===== src/design/npis_pkg.sv =====
// npis_pkg: field widths, item kind codes and axis numbers of the nearest point search
// no dependencies; imported by every module of the block but npis_ram
`default_nettype none

package npis_pkg;

    localparam int KIND_W  = 1;
    localparam int ENTRY_W = 12;
    localparam int POS_W   = 24;
    localparam int OUT_W   = 12;
    localparam int CFG_W   = 13;

    localparam logic [KIND_W-1:0] KIND_LOAD  = 1'b0;
    localparam logic [KIND_W-1:0] KIND_QUERY = 1'b1;

    localparam int AXIS_X = 0;
    localparam int AXIS_Y = 1;
    localparam int AXIS_Z = 2;
    localparam int AXES   = 3;

    localparam logic [CFG_W-1:0] COUNT_RESET = 13'd1;

endpackage

`default_nettype wire


===== src/design/npis_cell.sv =====
// npis_cell: one cell of the distance chain, adds the square of one axis difference
// depends on npis_pkg; three of these in a row form the squared distance
`default_nettype none

module npis_cell
    import npis_pkg::*;
#(
    parameter int COORD_BITS = 24,
    parameter int IDX_W      = 12,
    parameter int SUM_W      = 50,
    parameter int AXIS       = AXIS_X
) (
    input  wire logic                         i_clk,
    input  wire logic                         i_rst_n,
    input  wire logic                         i_valid,
    input  wire logic [IDX_W-1:0]             i_idx,
    input  wire logic [AXES*COORD_BITS-1:0]   i_pt,
    input  wire logic [SUM_W-1:0]             i_sum,
    input  wire logic signed [COORD_BITS-1:0] i_q,
    output logic                              o_valid,
    output logic      [IDX_W-1:0]             o_idx,
    output logic      [AXES*COORD_BITS-1:0]   o_pt,
    output logic      [SUM_W-1:0]             o_sum
);

    localparam int C  = COORD_BITS;
    localparam int PW = AXES * COORD_BITS;

    logic signed [C-1:0] coord;
    logic signed [C:0]   diff;
    logic        [C:0]   abs_diff;
    logic        [2*C-1:0] d_wide;

    // stage 1: absolute difference
    logic            r1_valid;
    logic [IDX_W-1:0] r1_idx;
    logic [PW-1:0]   r1_pt;
    logic [SUM_W-1:0] r1_sum;
    logic [C-1:0]    r1_d;
    // stage 2: square
    logic            r2_valid;
    logic [IDX_W-1:0] r2_idx;
    logic [PW-1:0]   r2_pt;
    logic [SUM_W-1:0] r2_sum;
    logic [2*C-1:0]  r2_sq;
    // stage 3: accumulate
    logic            r3_valid;
    logic [IDX_W-1:0] r3_idx;
    logic [PW-1:0]   r3_pt;
    logic [SUM_W-1:0] r3_sum;

    always_comb begin
        coord    = i_pt[AXIS*C +: C];
        diff     = {coord[C-1], coord} - {i_q[C-1], i_q};
        abs_diff = diff[C] ? (C+1)'(-diff) : diff;
        d_wide   = {{C{1'b0}}, r1_d};
    end

    always_ff @(posedge i_clk) begin
        if (!i_rst_n) begin
            r1_valid <= 1'b0;
            r2_valid <= 1'b0;
            r3_valid <= 1'b0;
        end else begin
            r1_valid <= i_valid;
            r2_valid <= r1_valid;
            r3_valid <= r2_valid;
        end
    end

    always_ff @(posedge i_clk) begin
        r1_idx <= i_idx;
        r1_pt  <= i_pt;
        r1_sum <= i_sum;
        r1_d   <= abs_diff[C-1:0];

        r2_idx <= r1_idx;
        r2_pt  <= r1_pt;
        r2_sum <= r1_sum;
        r2_sq  <= d_wide * d_wide;

        r3_idx <= r2_idx;
        r3_pt  <= r2_pt;
        r3_sum <= r2_sum + SUM_W'(r2_sq);
    end

    assign o_valid = r3_valid;
    assign o_idx   = r3_idx;
    assign o_pt    = r3_pt;
    assign o_sum   = r3_sum;

endmodule

`default_nettype wire


===== config.mk =====
export PLATFORM = sky130hd
export DESIGN_NAME = npis_cell
export DESIGN_NICKNAME = d
export VERILOG_FILES = /design/src/design/npis_pkg.sv /design/src/design/npis_cell.sv
export SDC_FILE = /design/constraint.sdc
export NUM_CORES = 2
export LEC_CHECK = 0
export ABC_AREA = 1
export BUFFER_PORTS_ARGS = -buffer_cell sky130_fd_sc_hd__buf_2
export CORE_MARGIN = 4
export CORE_UTILIZATION = 55
export CTS_CLUSTER_SIZE = 25
export DETAILED_ROUTE_END_ITERATION = 8
export MAX_ROUTING_LAYER = met4
export PLACE_DENSITY = 0.75
export SYNTH_ARGS = -nofsm -noshare
export SYNTH_HDL_FRONTEND = slang
export SYNTH_SLANG_ARGS = --single-unit

===== constraint.sdc =====
create_clock -name i_clk -period 6.55 [get_ports i_clk]
set_clock_uncertainty 0.2 [all_clocks]
set_input_delay 0.655 -clock i_clk [delete_from_list [all_inputs] [get_ports i_clk]]
set_output_delay 0.655 -clock i_clk [all_outputs]
set_load 0.01 [all_outputs]

### Word level (Yosys, flattened, before mapping)

Cells that the tools add are included.

* flip-flop bits (word level): 477
* input port bits: 161
* output and inout bits: 135
* word-level logic and storage cells: 19

* $add $sub $neg: 3
* multiply operators: 1
* mux-type cells: 1

Operators by type and width (number)
* $add A50 B48 Y50: 1
* $mul A24 B24 Y48: 1
* $sub A24 B24 Y25: 1
* $mux W24: 1
* $neg A24 Y24: 1

### Logic depth before layout (Yosys ltp)

* word-level depth: 3
* mapped depth: 30
* mapped depth without buffers: 29

### Worst setup path after synthesis

No wires, ideal clock.

* path kind: flip-flop to flip-flop
* start: register r1_d[14]
* end: register r2_sq[33]
* arrival: 5.992 ns
* slack: 0.231 ns
* stages on the path, launching flop included: 26
* buffers on the path: 1
* path through: dfxtp_1 -> clkbuf_1 -> nand2_1 -> fa_1 -> inv_1 -> fa_1 -> inv_1 -> fa_1 -> inv_1 -> fa_1 -> inv_1 -> fa_1 -> inv_1 -> fa_1 -> inv_1 -> fa_1 -> inv_1 -> ha_1 -> a21oi_1 -> o21a_1 -> nor2_1 -> nor2_1 -> o21ai_2 -> a21oi_1 -> o21ai_0 -> xor2_1

* cells in the longest elaborated chain, start to end: 1

Ends and longest elaborated chain
* from (decl): line npis_cell.sv:39 `logic [C-1:0] r1_d;`
* from (signal assigned): line npis_cell.sv:75 `r1_d <= abs_diff[C-1:0];`
* $mul A24 B24 Y48: line npis_cell.sv:80 `r2_sq <= d_wide * d_wide;`
* to (signal assigned): line npis_cell.sv:80
* to (decl): line npis_cell.sv:45 `logic [2*C-1:0] r2_sq;`

Every way passes these cells.
A chain may end at the register's enable or synchronous reset.

### Final worst setup path

* start: register r1_d[18]
* end: register r2_sq[42]

Same word-level chain as after synthesis.

==> run metrics <==
Cell variety after synth=49; DR vias=23600; Post-Layout Cell Count=4837; CTS tree=done; NumNets Final=4877; Cells after DPL=4623; Yosys Warn Count=0; slowest stage cell, crit path=fa_1; #FFs+latches synth=476; H-tree levels=2; Synth Net Count=4371; Post-synth ARST share=0%; Routed Antenna Nets=0; root buf cell=clkbuf_16; final max-slew violation count=0; DIE WIDTH=248 um; total core area=56700 sq um; Hold WC Path Type=input pin to register; die area=61400 sq um; I/O pin cnt=296; Cells after Synth=3536; Initial Util=55.8%; CTS sink count=476; drt wl/cell=15.4 um; CP Cell Sequence=buf_12 > clkbuf_16 > nand2_1 > inv_1 > fa_1 > inv_1 > fa_1 > fa_1 > fa_1 > inv_1 > fa_1 > fa_1 > inv_1 > fa_1 > inv_1 > ha_1 > a21oi_1 > inv_1 > a21oi_1 > o221ai_1 > nor2_1 > nand3_2 > a21oi_1 > xnor2_1; WP data arrival=6.61 ns; Clk Latency, worst-skew pair=0.57 ns; Critical Path Sink Type=register; most frequent cells in the layout=inv_1 (913), nand2_1 (663), dfxtp_1 (459); antenna violations before repair=0; vias in the first global route=25100; GRT Resource Usage Total=25.1%; FF-to-FF setup slack=0.26 ns; EDFF count, synth=0; predominant post-synthesis flop cell=dfxtp_1; Routed WL=74300 um; Post-Synthesis Cell Area=31600 sq um; RePlAce Congestion=0.987; GRT met3 Usage=3.64%; Post-route DRC=0; sequential fraction of the synthesis area=30.1%; worst-case clock buffer depth=3; max cap viols=0; Cell Rows=87; Final HPWL DP=58500 um; clk slew on worst S/H paths=0.07 ns; fmax=159 MHz; setup violators final=0; Setup CP Type=register to register; First-pass DRT Iterations=5; Worst path top cell family by delay=adder cells; status=finished clean; Critical Path Most Common Cell=fa_1; Setup crit start kind=register; layout cell share with drive strength beyond 1=14.2%; minimum clock period=6.29 ns; Die H=248 um; final hold vios=0; Synth-to-Final Area Change=19.8%; 1st-iter DRT viols=1152; grt ovf=0; met1 Use GR=30.5%; grt peak-use layer=met2; routed vias/inst=4.88; worst-margin pin slew=0.652 ns; CP Data Required Time=6.87 ns; largest net degree at the start of global routing=26; first-pass GRT wire length=120000 um; Syn Area/Cell=8.95 sq um; met2 Use GR=43.3%; critical path peak fanout=12; port bufs=295; crit path buf inv count=8; relative slew slack=56.1%; commonest non-fill, non-tap cell in the layout=inv_1; Critical Path Max Stage Delay=0.55 ns; Final period util=96.1%; Num CTS Buffers=47; antenna fix cells=0
==> layout make-up <==
type                       count  area, sq um
fill                        4455        18800
clock buffer                  63         1340
sequential                   476         9570
multi-input combinational   2093        18700
inverter                     915         3440
tap                          756          946
timing repair buffer         509         3690
clock inverter                25          263
==> worst register-to-register path: cells and delay by family (launching register included) <==
kind / cells / cell delay, ns
simple gates: 3 / 0.44
xor+xnor: 1 / 0.13
flops: 1 / 0.36
buf+inv: 8 / 0.68
fa+ha+maj: 8 / 3.64
compound gates: 4 / 0.82
==> cell families (layout without fill, tap and decap cells) <==
| group | count (synthesis) | after routing | synth area share, % |
|---|---|---|---|
| flops | 476 | 476 | 30.1 |
| buf+inv | 967 | 1512 | 11.5 |
| simple gates | 1012 | 1012 | 13.2 |
| compound gates | 284 | 284 | 5.06 |
| xor+xnor | 122 | 122 | 3.42 |
| fa+ha+maj | 674 | 674 | 36.7 |
| mux | 1 | 1 | 0.0356 |
==> synthesized netlist by cell type, types with 18 or more instances <==
| master | count | area [sq um] |
|---|---|---|
| nand2_1 | 667 | 2500 |
| ha_1 | 251 | 3140 |
| inv_1 | 913 | 3430 |
| nor2_1 | 183 | 687 |
| a21oi_1 | 135 | 676 |
| clkbuf_1 | 50 | 188 |
| o21ai_0 | 68 | 340 |
| xnor2_1 | 34 | 298 |
| nand3_1 | 71 | 355 |
| nand4_1 | 18 | 113 |
| fa_1 | 423 | 8470 |
| a31oi_1 | 28 | 175 |
| xor2_1 | 86 | 753 |
| dfxtp_1 | 476 | 9530 |
==> registers in the layout, indices dropped and copies added, names as in the netlist <==
register / count
r1_d: 24
r2_idx: 12
r2_pt: 72
r1_pt: 72
r1_idx: 12
o_sum: 50
r2_valid: 1
r1_valid: 1
r1_sum: 50
o_idx: 12
o_pt: 72
r2_sum: 50
o_valid: 1
r2_sq: 47
==> what timing repair did <==
item / in CTS / in global routing
hold buffers: 118 / 1
setup endpoints to repair: 7 / 22
gates cloned: 0 / 5
pin swaps: 0 / 2
buffers inserted: 0 / 2
hold endpoints to repair: 118 / 1
resized for setup: 4 / 65
==> per-layer routing <==
metal	routed length, um	up-vias
met5	0	-
met4	2610	0
met3	4750	178
met2	36500	743
met1	30400	11200
li1	-	11500
==> path summary, 6_finish.rpt <==
kind / startpoint / end / cells past startpoint
max: r1_d[18] / r2_sq[42] / 24
min: i_pt[16] / r1_pt[16] / 1
max reg2reg: r1_d[18] / r2_sq[42] / 24
min reg2reg: r1_pt[10] / r2_pt[10] / 0
==> through the flow <==
step	utilization (%)	hold WS [ns]	setup slack (ns)	cell area (sq um)	setup TNS, ns
2_1_floorplan	-	0.110	0.231	31600	0
3_3_place_gp	61.2	0.110	-0.0252	34700	-0.0377
3_5_place_dp	61.2	0.112	-0.120	34700	-0.720
4_1_cts	66.1	0.000136	0.0311	37500	0
5_1_grt	66.8	0.0181	-0.0621	37900	-0.110
6_report	66.8	0.0304	0.258	37900	0
Power is left out: the tool's default activity adds up to more than one toggle a clock period on the data nets, which glitch-free logic cannot reach.
